--- src/rtl/core/orq_pkg.sv ---
// Outstanding request tracker: shared types, result kinds and action codes.
// No dependencies; imported by every module of the tracker.
package orq_pkg;

    // Input actions
    localparam logic [1:0] ACT_REQUEST  = 2'd0;
    localparam logic [1:0] ACT_RESPONSE = 2'd1;
    localparam logic [1:0] ACT_TICK     = 2'd2;
    localparam logic [1:0] ACT_CANCEL   = 2'd3;

    // Result kinds
    localparam logic [2:0] KIND_SEND      = 3'd0;
    localparam logic [2:0] KIND_DONE      = 3'd1;
    localparam logic [2:0] KIND_MALFORMED = 3'd2;
    localparam logic [2:0] KIND_TIMEOUT   = 3'd3;
    localparam logic [2:0] KIND_CANCEL    = 3'd4;
    localparam logic [2:0] KIND_UNMATCHED = 3'd5;
    localparam logic [2:0] KIND_FULL      = 3'd6;

    // Stream widths
    localparam int IN_DATA_W  = 80;  // 74 bits of fields, padded to bytes
    localparam int IN_USER_W  = 2;
    localparam int OUT_DATA_W = 56;
    localparam int OUT_USER_W = 3;

    // Per-slot timer record held in the timer memory
    typedef struct packed {
        logic [15:0] reload;
        logic [15:0] countdown;
        logic [7:0]  retries;
        logic [7:0]  attempt;
    } timer_t;

    // Tag table write command
    typedef struct packed {
        logic        alloc;
        logic        clear;
        logic [15:0] seq;
        logic [7:0]  svc;
        logic [7:0]  cmd;
    } tag_wr_t;

    // One result transaction
    typedef struct packed {
        logic [2:0]  kind;
        logic [15:0] seq;
        logic [7:0]  svc;
        logic [7:0]  cmd;
        logic [15:0] status;
        logic [7:0]  attempt;
        logic        last;
    } result_t;

    // Sequence increment that skips zero
    function automatic logic [15:0] seq_inc(input logic [15:0] s);
        seq_inc = (s == 16'hFFFF) ? 16'd1 : s + 16'd1;
    endfunction

endpackage

--- src/rtl/core/orq_timer_mem.sv ---
// Timer memory: countdown, reload, retries and attempt per slot.
// One write port, one read port with a registered read; uses orq_pkg.
module orq_timer_mem
    import orq_pkg::*;
#(
    parameter int Depth = 8,
    parameter int AW    = 3
)
(
    input  logic          clk,
    input  logic          we,
    input  logic [AW-1:0] waddr,
    input  timer_t        wdata,
    input  logic          re,
    input  logic [AW-1:0] raddr,
    output timer_t        rdata
);

    timer_t mem [Depth];

    // Write port
    always_ff @(posedge clk)
    begin
        if (we)
        begin
            mem[waddr] <= wdata;
        end
    end

    // Registered read port
    always_ff @(posedge clk)
    begin
        if (re)
        begin
            rdata <= mem[raddr];
        end
    end

endmodule

--- src/rtl/core/orq_tag_table.sv ---
// Tag table: valid bits plus sequence, service and command of each slot.
// Parallel compare for sequence use and response match; uses orq_pkg.
module orq_tag_table
    import orq_pkg::*;
#(
    parameter int Depth = 8,
    parameter int IW    = 3
)
(
    input  logic          clk,
    input  logic          rst_n,
    input  tag_wr_t       tag_wr,
    input  logic [IW-1:0] wr_idx,
    input  logic [15:0]   cand_seq,
    output logic          in_use,
    input  logic [15:0]   key_seq,
    input  logic [7:0]    key_svc,
    input  logic [7:0]    key_cmd,
    output logic          free_found,
    output logic [IW-1:0] free_idx,
    output logic          hit_found,
    output logic [IW-1:0] hit_idx,
    input  logic [IW-1:0] rd_idx,
    output logic          rd_valid,
    output logic [15:0]   rd_seq,
    output logic [7:0]    rd_svc,
    output logic [7:0]    rd_cmd
);

    logic [Depth-1:0] valid_reg;
    logic [15:0]      seq_reg [Depth];
    logic [7:0]       svc_reg [Depth];
    logic [7:0]       cmd_reg [Depth];

    // Valid bits
    always_ff @(posedge clk or negedge rst_n)
    begin
        if (!rst_n)
        begin
            valid_reg <= '0;
        end
        else if (tag_wr.alloc)
        begin
            valid_reg[wr_idx] <= 1'b1;
        end
        else if (tag_wr.clear)
        begin
            valid_reg[wr_idx] <= 1'b0;
        end
    end

    // Tag payload
    always_ff @(posedge clk)
    begin
        if (tag_wr.alloc)
        begin
            seq_reg[wr_idx] <= tag_wr.seq;
            svc_reg[wr_idx] <= tag_wr.svc;
            cmd_reg[wr_idx] <= tag_wr.cmd;
        end
    end

    // Compares and lowest-index priority picks
    always_comb
    begin
        in_use     = 1'b0;
        free_found = 1'b0;
        free_idx   = '0;
        hit_found  = 1'b0;
        hit_idx    = '0;
        for (int i = Depth - 1; i >= 0; i--)
        begin
            if (valid_reg[i] && seq_reg[i] == cand_seq)
            begin
                in_use = 1'b1;
            end
            if (!valid_reg[i])
            begin
                free_found = 1'b1;
                free_idx   = IW'(i);
            end
            if (valid_reg[i] && seq_reg[i] == key_seq &&
                svc_reg[i] == key_svc && cmd_reg[i] == key_cmd)
            begin
                hit_found = 1'b1;
                hit_idx   = IW'(i);
            end
        end
    end

    // Walk read
    assign rd_valid = valid_reg[rd_idx];
    assign rd_seq   = seq_reg[rd_idx];
    assign rd_svc   = svc_reg[rd_idx];
    assign rd_cmd   = cmd_reg[rd_idx];

endmodule

--- src/rtl/core/outstanding_request_tracker_top.sv ---
// Outstanding request tracker top level: sequencer, result staging, stream ports.
// Instantiates orq_tag_table and orq_timer_mem; uses orq_pkg.
//
// Use: one input transaction on s_axis carries an action in tuser (new request,
// response, tick, cancel all) and the request/response fields in tdata. Each
// input gives zero or more results on m_axis; tlast marks the final result of
// that input, tuser carries the result kind.
// Throughput: one input at a time. A request tries candidate sequence numbers,
// skipping each one that is in use (at most MAX_PENDING - 1, as a slot is free);
// a response is matched against all slots at once; a tick or cancel walks every
// slot, skipping free slots and, for each valid slot, reading the timer memory,
// then doing a read-modify-write.
// Results pass through a one-entry hold stage so that tlast can be set on the
// last one, then an output register; s_axis_tready rises again once the last
// result sits in the output register, even while the receiver stalls.
// A stalled receiver holds the walk at the slot that produced a result.
// Reset: all slots free, sequence counter zero; no clearing pass is needed.
module outstanding_request_tracker_top
    import orq_pkg::*;
#(
    parameter int MAX_PENDING = 8
)
(
    input  logic                  clk,
    input  logic                  rst_n,
    input  logic                  s_axis_tvalid,
    output logic                  s_axis_tready,
    // service[7:0] command[15:8] response_sequence[31:16] is_response_type[32]
    // status_present[33] status_word[49:34] timeout_ticks[65:50]
    // retry_limit[73:66], zero pad [79:74]
    input  logic [IN_DATA_W-1:0]  s_axis_tdata,
    // action[1:0]
    input  logic [IN_USER_W-1:0]  s_axis_tuser,
    output logic                  m_axis_tvalid,
    input  logic                  m_axis_tready,
    // seq_number[15:0] out_service[23:16] out_command[31:24]
    // out_status[47:32] attempt_count[55:48]
    output logic [OUT_DATA_W-1:0] m_axis_tdata,
    // kind[2:0]
    output logic [OUT_USER_W-1:0] m_axis_tuser,
    output logic                  m_axis_tlast
);

    localparam int IW = (MAX_PENDING > 1) ? $clog2(MAX_PENDING) : 1;
    localparam int CW = $clog2(MAX_PENDING + 1);

    typedef enum logic [2:0] {
        ST_IDLE,
        ST_ALLOC,
        ST_RESP,
        ST_WALK_RD,
        ST_WALK_EV,
        ST_FLUSH
    } state_t;

    state_t        state_reg, state_next;
    logic [1:0]    action_reg;
    logic [7:0]    svc_reg;
    logic [7:0]    cmd_reg;
    logic [15:0]   rseq_reg;
    logic          isresp_reg;
    logic          stpres_reg;
    logic [15:0]   status_reg;
    logic [15:0]   tmo_reg;
    logic [7:0]    retry_reg;
    logic [15:0]   cand_reg, cand_next;
    logic [15:0]   nseq_reg, nseq_next;
    logic [IW-1:0] slot_reg, slot_next;
    logic [CW-1:0] idx_reg, idx_next;
    result_t       hold_reg, hold_next;
    logic          hold_valid_reg, hold_valid_next;
    result_t       out_reg, out_next;
    logic          out_valid_reg, out_valid_next;

    logic          in_accept;
    logic          out_can;
    tag_wr_t       tag_wr;
    logic [IW-1:0] tag_wr_idx;
    logic          in_use;
    logic          free_found;
    logic [IW-1:0] free_idx;
    logic          hit_found;
    logic [IW-1:0] hit_idx;
    logic          rd_valid;
    logic [15:0]   rd_seq;
    logic [7:0]    rd_svc;
    logic [7:0]    rd_cmd;
    logic          mem_we;
    timer_t        mem_wdata;
    logic          mem_re;
    timer_t        mem_rdata;
    logic [IW-1:0] walk_idx;
    logic          walk_done;
    logic          expire;
    logic          emit;
    logic          stall;
    result_t       ev_res;

    assign in_accept = s_axis_tvalid && s_axis_tready;
    assign out_can   = !out_valid_reg || m_axis_tready;
    assign walk_idx  = idx_reg[IW-1:0];
    assign walk_done = (idx_reg == CW'(MAX_PENDING));

    orq_tag_table #(
        .Depth (MAX_PENDING),
        .IW    (IW)
    ) u_tags (
        .clk        (clk),
        .rst_n      (rst_n),
        .tag_wr     (tag_wr),
        .wr_idx     (tag_wr_idx),
        .cand_seq   (cand_reg),
        .in_use     (in_use),
        .key_seq    (rseq_reg),
        .key_svc    (svc_reg),
        .key_cmd    (cmd_reg),
        .free_found (free_found),
        .free_idx   (free_idx),
        .hit_found  (hit_found),
        .hit_idx    (hit_idx),
        .rd_idx     (walk_idx),
        .rd_valid   (rd_valid),
        .rd_seq     (rd_seq),
        .rd_svc     (rd_svc),
        .rd_cmd     (rd_cmd)
    );

    orq_timer_mem #(
        .Depth (MAX_PENDING),
        .AW    (IW)
    ) u_timers (
        .clk   (clk),
        .we    (mem_we),
        .waddr (tag_wr_idx),
        .wdata (mem_wdata),
        .re    (mem_re),
        .raddr (walk_idx),
        .rdata (mem_rdata)
    );

    // Tick evaluation of the slot just read
    assign expire = (mem_rdata.countdown <= 16'd1);
    assign emit   = (action_reg == ACT_CANCEL) || expire;
    assign stall  = emit && hold_valid_reg && !out_can;

    always_comb
    begin
        ev_res         = '0;
        ev_res.seq     = rd_seq;
        ev_res.svc     = rd_svc;
        ev_res.cmd     = rd_cmd;
        if (action_reg == ACT_CANCEL)
        begin
            ev_res.kind = KIND_CANCEL;
        end
        else if (mem_rdata.retries != 8'd0)
        begin
            ev_res.kind    = KIND_SEND;
            ev_res.attempt = mem_rdata.attempt + 8'd1;
        end
        else
        begin
            ev_res.kind = KIND_TIMEOUT;
        end
    end

    // Sequencer next state
    always_comb
    begin
        state_next      = state_reg;
        cand_next       = cand_reg;
        nseq_next       = nseq_reg;
        slot_next       = slot_reg;
        idx_next        = idx_reg;
        hold_next       = hold_reg;
        hold_valid_next = hold_valid_reg;
        out_next        = out_reg;
        out_valid_next  = out_valid_reg && !m_axis_tready;
        tag_wr          = '0;
        tag_wr_idx      = walk_idx;
        mem_we          = 1'b0;
        mem_wdata       = mem_rdata;
        mem_re          = 1'b0;

        case (state_reg)
            ST_IDLE:
            begin
                if (in_accept)
                begin
                    cand_next = seq_inc(nseq_reg);
                    slot_next = free_idx;
                    idx_next  = '0;
                    case (s_axis_tuser)
                        ACT_REQUEST:
                        begin
                            if (free_found)
                            begin
                                state_next = ST_ALLOC;
                            end
                            else
                            begin
                                hold_next        = '0;
                                hold_next.kind   = KIND_FULL;
                                hold_next.svc    = s_axis_tdata[7:0];
                                hold_next.cmd    = s_axis_tdata[15:8];
                                hold_valid_next  = 1'b1;
                                state_next       = ST_FLUSH;
                            end
                        end
                        ACT_RESPONSE: state_next = ST_RESP;
                        default:      state_next = ST_WALK_RD;
                    endcase
                end
            end

            // One candidate sequence number per cycle
            ST_ALLOC:
            begin
                if (in_use)
                begin
                    cand_next = seq_inc(cand_reg);
                end
                else
                begin
                    nseq_next         = cand_reg;
                    tag_wr.alloc      = 1'b1;
                    tag_wr.seq        = cand_reg;
                    tag_wr.svc        = svc_reg;
                    tag_wr.cmd        = cmd_reg;
                    tag_wr_idx        = slot_reg;
                    mem_we            = 1'b1;
                    mem_wdata.reload  = tmo_reg;
                    mem_wdata.countdown = tmo_reg;
                    mem_wdata.retries = retry_reg;
                    mem_wdata.attempt = 8'd0;
                    hold_next         = '0;
                    hold_next.kind    = KIND_SEND;
                    hold_next.seq     = cand_reg;
                    hold_next.svc     = svc_reg;
                    hold_next.cmd     = cmd_reg;
                    hold_valid_next   = 1'b1;
                    state_next        = ST_FLUSH;
                end
            end

            ST_RESP:
            begin
                hold_next      = '0;
                hold_next.seq  = rseq_reg;
                hold_next.svc  = svc_reg;
                hold_next.cmd  = cmd_reg;
                if (isresp_reg && hit_found)
                begin
                    tag_wr.clear = 1'b1;
                    tag_wr_idx   = hit_idx;
                    if (stpres_reg)
                    begin
                        hold_next.kind   = KIND_DONE;
                        hold_next.status = status_reg;
                    end
                    else
                    begin
                        hold_next.kind = KIND_MALFORMED;
                    end
                end
                else
                begin
                    hold_next.kind = KIND_UNMATCHED;
                end
                hold_valid_next = 1'b1;
                state_next      = ST_FLUSH;
            end

            // Skip free slots, read timers of valid ones
            ST_WALK_RD:
            begin
                if (walk_done)
                begin
                    state_next = ST_FLUSH;
                end
                else if (rd_valid)
                begin
                    mem_re     = 1'b1;
                    state_next = ST_WALK_EV;
                end
                else
                begin
                    idx_next = idx_reg + CW'(1);
                end
            end

            // Read-modify-write of one slot
            ST_WALK_EV:
            begin
                if (!stall)
                begin
                    if (action_reg == ACT_TICK)
                    begin
                        mem_we = 1'b1;
                        if (!expire)
                        begin
                            mem_wdata.countdown = mem_rdata.countdown - 16'd1;
                        end
                        else
                        begin
                            mem_wdata.countdown = mem_rdata.reload;
                            mem_wdata.retries   = mem_rdata.retries - 8'd1;
                            mem_wdata.attempt   = mem_rdata.attempt + 8'd1;
                        end
                    end
                    if (emit && ev_res.kind != KIND_SEND)
                    begin
                        mem_we       = 1'b0;
                        tag_wr.clear = 1'b1;
                    end
                    if (emit)
                    begin
                        if (hold_valid_reg)
                        begin
                            out_next       = hold_reg;
                            out_next.last  = 1'b0;
                            out_valid_next = 1'b1;
                        end
                        hold_next       = ev_res;
                        hold_valid_next = 1'b1;
                    end
                    idx_next   = idx_reg + CW'(1);
                    state_next = ST_WALK_RD;
                end
            end

            // Last result of the run goes out with tlast
            ST_FLUSH:
            begin
                if (!hold_valid_reg)
                begin
                    state_next = ST_IDLE;
                end
                else if (out_can)
                begin
                    out_next        = hold_reg;
                    out_next.last   = 1'b1;
                    out_valid_next  = 1'b1;
                    hold_valid_next = 1'b0;
                    state_next      = ST_IDLE;
                end
            end

            default: state_next = ST_IDLE;
        endcase
    end

    // State and registered outputs
    always_ff @(posedge clk or negedge rst_n)
    begin
        if (!rst_n)
        begin
            state_reg      <= ST_IDLE;
            nseq_reg       <= '0;
            hold_valid_reg <= 1'b0;
            out_valid_reg  <= 1'b0;
        end
        else
        begin
            state_reg      <= state_next;
            nseq_reg       <= nseq_next;
            hold_valid_reg <= hold_valid_next;
            out_valid_reg  <= out_valid_next;
        end
    end

    // Payload registers
    always_ff @(posedge clk)
    begin
        if (in_accept)
        begin
            action_reg <= s_axis_tuser;
            svc_reg    <= s_axis_tdata[7:0];
            cmd_reg    <= s_axis_tdata[15:8];
            rseq_reg   <= s_axis_tdata[31:16];
            isresp_reg <= s_axis_tdata[32];
            stpres_reg <= s_axis_tdata[33];
            status_reg <= s_axis_tdata[49:34];
            tmo_reg    <= s_axis_tdata[65:50];
            retry_reg  <= s_axis_tdata[73:66];
        end
        cand_reg <= cand_next;
        slot_reg <= slot_next;
        idx_reg  <= idx_next;
        hold_reg <= hold_next;
        out_reg  <= out_next;
    end

    // Ports
    assign s_axis_tready = (state_reg == ST_IDLE);
    assign m_axis_tvalid = out_valid_reg;
    assign m_axis_tdata  = {out_reg.attempt, out_reg.status, out_reg.cmd,
                            out_reg.svc, out_reg.seq};
    assign m_axis_tuser  = out_reg.kind;
    assign m_axis_tlast  = out_reg.last;

endmodule

--- config.mk ---
export PLATFORM = sky130hd
export DESIGN_NAME = outstanding_request_tracker_top
export DESIGN_NICKNAME = d
export VERILOG_FILES = /design/src/rtl/core/orq_pkg.sv /design/src/rtl/core/orq_timer_mem.sv /design/src/rtl/core/orq_tag_table.sv /design/src/rtl/core/outstanding_request_tracker_top.sv
export SDC_FILE = /design/constraint.sdc
export NUM_CORES = 2
export LEC_CHECK = 0
export ABC_AREA = 1
export ABC_CLOCK_PERIOD_IN_PS = 5600
export BUFFER_PORTS_ARGS = -buffer_cell sky130_fd_sc_hd__buf_2
export CAP_MARGIN = 20
export CORE_ASPECT_RATIO = 1.4
export CORE_MARGIN = 3
export CORE_UTILIZATION = 23
export CTS_CLUSTER_DIAMETER = 100
export CTS_CLUSTER_SIZE = 20
export DETAILED_ROUTE_END_ITERATION = 10
export MAX_ROUTING_LAYER = met4
export REMOVE_ABC_BUFFERS = 1
export SYNTH_ARGS = -nofsm -noshare
export SYNTH_HDL_FRONTEND = slang
export SYNTH_SLANG_ARGS = --single-unit
export TNS_END_PERCENT = 5
--- constraint.sdc ---
create_clock -name clk -period 5.6 [get_ports clk]
set_clock_uncertainty 0.15 [all_clocks]
set_input_delay 0 -clock clk [delete_from_list [all_inputs] [get_ports clk]]
set_output_delay 0 -clock clk [all_outputs]
set_load 0.005 [all_outputs]
==> flow_metrics.tcl <==
set metrics [dict create \
    route.met3.wl_mm 14.8 \
    arrival_ns 5.07 \
    synth_async_sr_flop_share_pct 3.09 \
    clk_path_buf_depth 3 \
    ys_ff_latch 938 \
    synth_edf_count 906 \
    antenna_found_initial 16 \
    pin_count 148 \
    setup_slack_ns 0.697 \
    max-slew-margin-rel_pct 17.2 \
    ys_top_cells_by_area "edfxtp_1 (59%), nand2_1 (8.6%), nor2_1 (6.3%), o21ai_0 (5.2%), inv_1 (3.5%)" \
    layout_min_cycle_time_ns 4.90 \
    setup_viol 0 \
    grt_pass1_vias 35416 \
    place.gp.congestion 1.09 \
    root_buffer "clkbuf_16" \
    final_nets 5181 \
    drt_iter0_drc 4815 \
    finalPower_w 0.0268 \
    wl_met2_mm 93.1 \
    finalHoldViolCount 0 \
    crit_family "simple AND/OR/NAND/NOR gates" \
    overflow 0 \
    final_cells 7774 \
    grtUsageTotal_pct 19.6 \
    numCtsBuffers 57 \
    netlist_instances 4802 \
    critical_path_buf_inv_count 2 \
    synth_area_um2 45800 \
    post-route-period-util_pct 87.6 \
    synthDominantCellAreaShare_pct 59.4 \
    drt-met1-wl_mm 78.4 \
    routedWlPerCell_um 26.0 \
    grt_pass1_wl_mm 277 \
    area_growth_pct 17.0 \
    whs_ns 0.0459 \
    cts_tree "yes" \
    top_layer "met4" \
    ys_warn_count 0 \
    yosysSeqAreaShare_pct 61.1 \
    cp_max_fo 29 \
    portBuffers 141 \
    ys_top_cells_by_count "nand2_1 (1047), edfxtp_1 (906), nor2_1 (769)" \
    fin_setup_tns_ns 0 \
    place_inst 7498 \
    cap_violations 0 \
    crit_chain "buf_4 -> xor2_1 -> nor3_1 -> nand3_1 -> nand2_1 -> nor2_4 -> nand3_4 -> buf_4 -> nor2_2" \
    dieArea_um2 205000 \
    start_util_pct 23.2 \
    vias 37896 \
    synth_area_per_cell_um2 9.53 \
    die_w_um 383 \
    tightest_slew_ns 1.24 \
    cts_sinks 938 \
    cp-end-kind "flip-flop" \
    place_hpwl_mm 147 \
    cts_setup_buffers 0 \
    core_um2 198000 \
    drc_errors 0 \
    fp.dieH_um 534 \
    clock_latency_ns 0.75 \
    dr.pass1.iters 6 \
    cts.clk_slew.worst_paths_ns 0.10 \
    nFillCells 20886 \
    hp-class "in2reg" \
    dpl_worst_slack_ns 1.17 \
    max_stage_delay_ns 1.00 \
    largest_register_ffs 384 \
    power_density_nw_per_um2 501 \
    fmaxAchievable_mhz 204 \
    viasPerCell 4.87 \
    power_leakage_nw 20.2 \
    htreeDepth 2 \
    path_common_cell "buf_4" \
    worstSetupPathType "reg2reg" \
    ctsHoldBuffers 158 \
    antenna_left 0 \
    drive_above_1_share_pct 8.72 \
    start_kind "flip-flop" \
    vdd_drop_max_v 0.000371 \
    cts_resized 0 \
    rsz0062_at_grt "no" \
    ys_dominant_reg_cell "edfxtp_1" \
    routed_wl_mm 202 \
    yosys.cell_types.count 62 \
    synth_top_area_cell "edfxtp_1" \
    yosysMostFrequentCell "nand2_1" \
    rows 193 \
    grt_max_degree 200 \
    slowest_stage "nor2_2" \
    critPathRequiredTime_ns 5.77 \
    status "finished, final reports clean" \
    finalMaxSlewViolations 0 \
]
-- cell usage in the layout (no fill, tap or decap), types with 4 or more instances in the layout --
| master | netlist | layout |
|---|---|---|
| a21oi_1 | 151 | 151 |
| nor2_4 | 5 | 15 |
| buf_4 | 23 | 111 |
| o22ai_1 | 73 | 73 |
| o21ai_0 | 474 | 473 |
| nor2_2 | 1 | 6 |
| ha_1 | 9 | 9 |
| o2111ai_1 | 5 | 5 |
| nand4_1 | 62 | 62 |
| o221ai_1 | 23 | 23 |
| inv_2 | 34 | 32 |
| nand2_4 | 6 | 6 |
| dfrtp_1 | 29 | 29 |
| nor3_2 | 2 | 4 |
| dlygate4sd3_1 | 0 | 157 |
| a31oi_1 | 52 | 52 |
| nor4_1 | 9 | 9 |
| clkinv_2 | 0 | 5 |
| nand3b_1 | 8 | 8 |
| nand2_1 | 1047 | 1047 |
| edfxtp_1 | 906 | 906 |
| nand2_2 | 14 | 14 |
| inv_1 | 428 | 425 |
| and2_1 | 11 | 11 |
| buf_2 | 34 | 142 |
| o21bai_1 | 15 | 15 |
| diode_2 | 0 | 13 |
| clkbuf_16 | 0 | 57 |
| clkbuf_1 | 123 | 32 |
| o21ai_1 | 13 | 14 |
| nor3_1 | 41 | 39 |
| nor2_1 | 769 | 754 |
| xor2_1 | 63 | 63 |
| o211ai_1 | 34 | 34 |
| nand3_1 | 182 | 182 |
| buf_12 | 0 | 21 |
| a22oi_1 | 18 | 18 |
| xnor2_1 | 69 | 69 |
-- tightest hold or removal path, delay by kind of cell --
family          cells  cell delay [ns]
simple gates        1             0.06
compound gates      1             0.06
buf+inv             2             0.66
-- stage by stage --
stage | util (%) | cell area [um^2]
6_report | 27.1 | 53600
4_1_cts | 27.1 | 53500
5_1_grt | 27.1 | 53600
2_1_floorplan | - | 44800
3_3_place_gp | 25.4 | 50100
3_5_place_dp | 25.4 | 50200
-- routing by layer --
metal / GRT usage (%) / up-vias
met3: 2.75 / 471
met2: 31.0 / 1983
met4: 12.4 / 0
met1: 23.6 / 18572
li1: - / 16870
met5: - / -
-- where the power goes --
part | leakage (nW) | switching, W | internal, W
Sequential | 8.72 | 0.00106 | 0.0104
Combinational | 10.6 | 0.00812 | 0.00273
Clock | 0.830 | 0.00254 | 0.00197
Total | 20.2 | 0.0117 | 0.0151
-- layout make-up --
class	count	area (um^2)	share of cell area, %
sequential	938	28000	52.3
multi-input combinational	3191	15200	28.3
timing repair buffer	433	3550	6.62
tap	2632	3290	6.15
inverter	465	1760	3.28
clock buffer	89	1550	2.89
clock inverter	13	210	0.392
antenna	13	32.5	0.0607
-- cells by family (layout without fill, tap and decap cells) --
group	count (synthesis)	in the layout	share of synthesized area, %
adders and majority gates	9	9	0.246
buffers and inverters	673	1000	5.94
xor gates and xnor gates	132	132	2.53
other	0	13	0
DFF	938	938	61.1
AOI/OAI and AO/OA	877	877	10.7
and+or+nand+nor	2173	2173	19.5
-- worst paths after layout --
| kind | depth (start not counted) | startpoint | slack [ns] | end |
|---|---|---|---|---|
| min in group asynchronous | 4 | rst_n | 0.19 | state_reg[1] |
| min | 4 | s_axis_tdata[10] | 0.05 | hold_reg[27] |
| max in group asynchronous | 4 | rst_n | 4.89 | nseq_reg[4] |
| max reg2reg | 9 | cand_reg[8] | 0.70 | u_tags.seq_reg[5][1] |
| max | 9 | cand_reg[8] | 0.70 | u_tags.seq_reg[5][1] |
| min reg2reg | 0 | hold_reg[14] | 0.27 | m_axis_tdata[37] |
No activity file was read; power rests on OpenSTA's default activity.
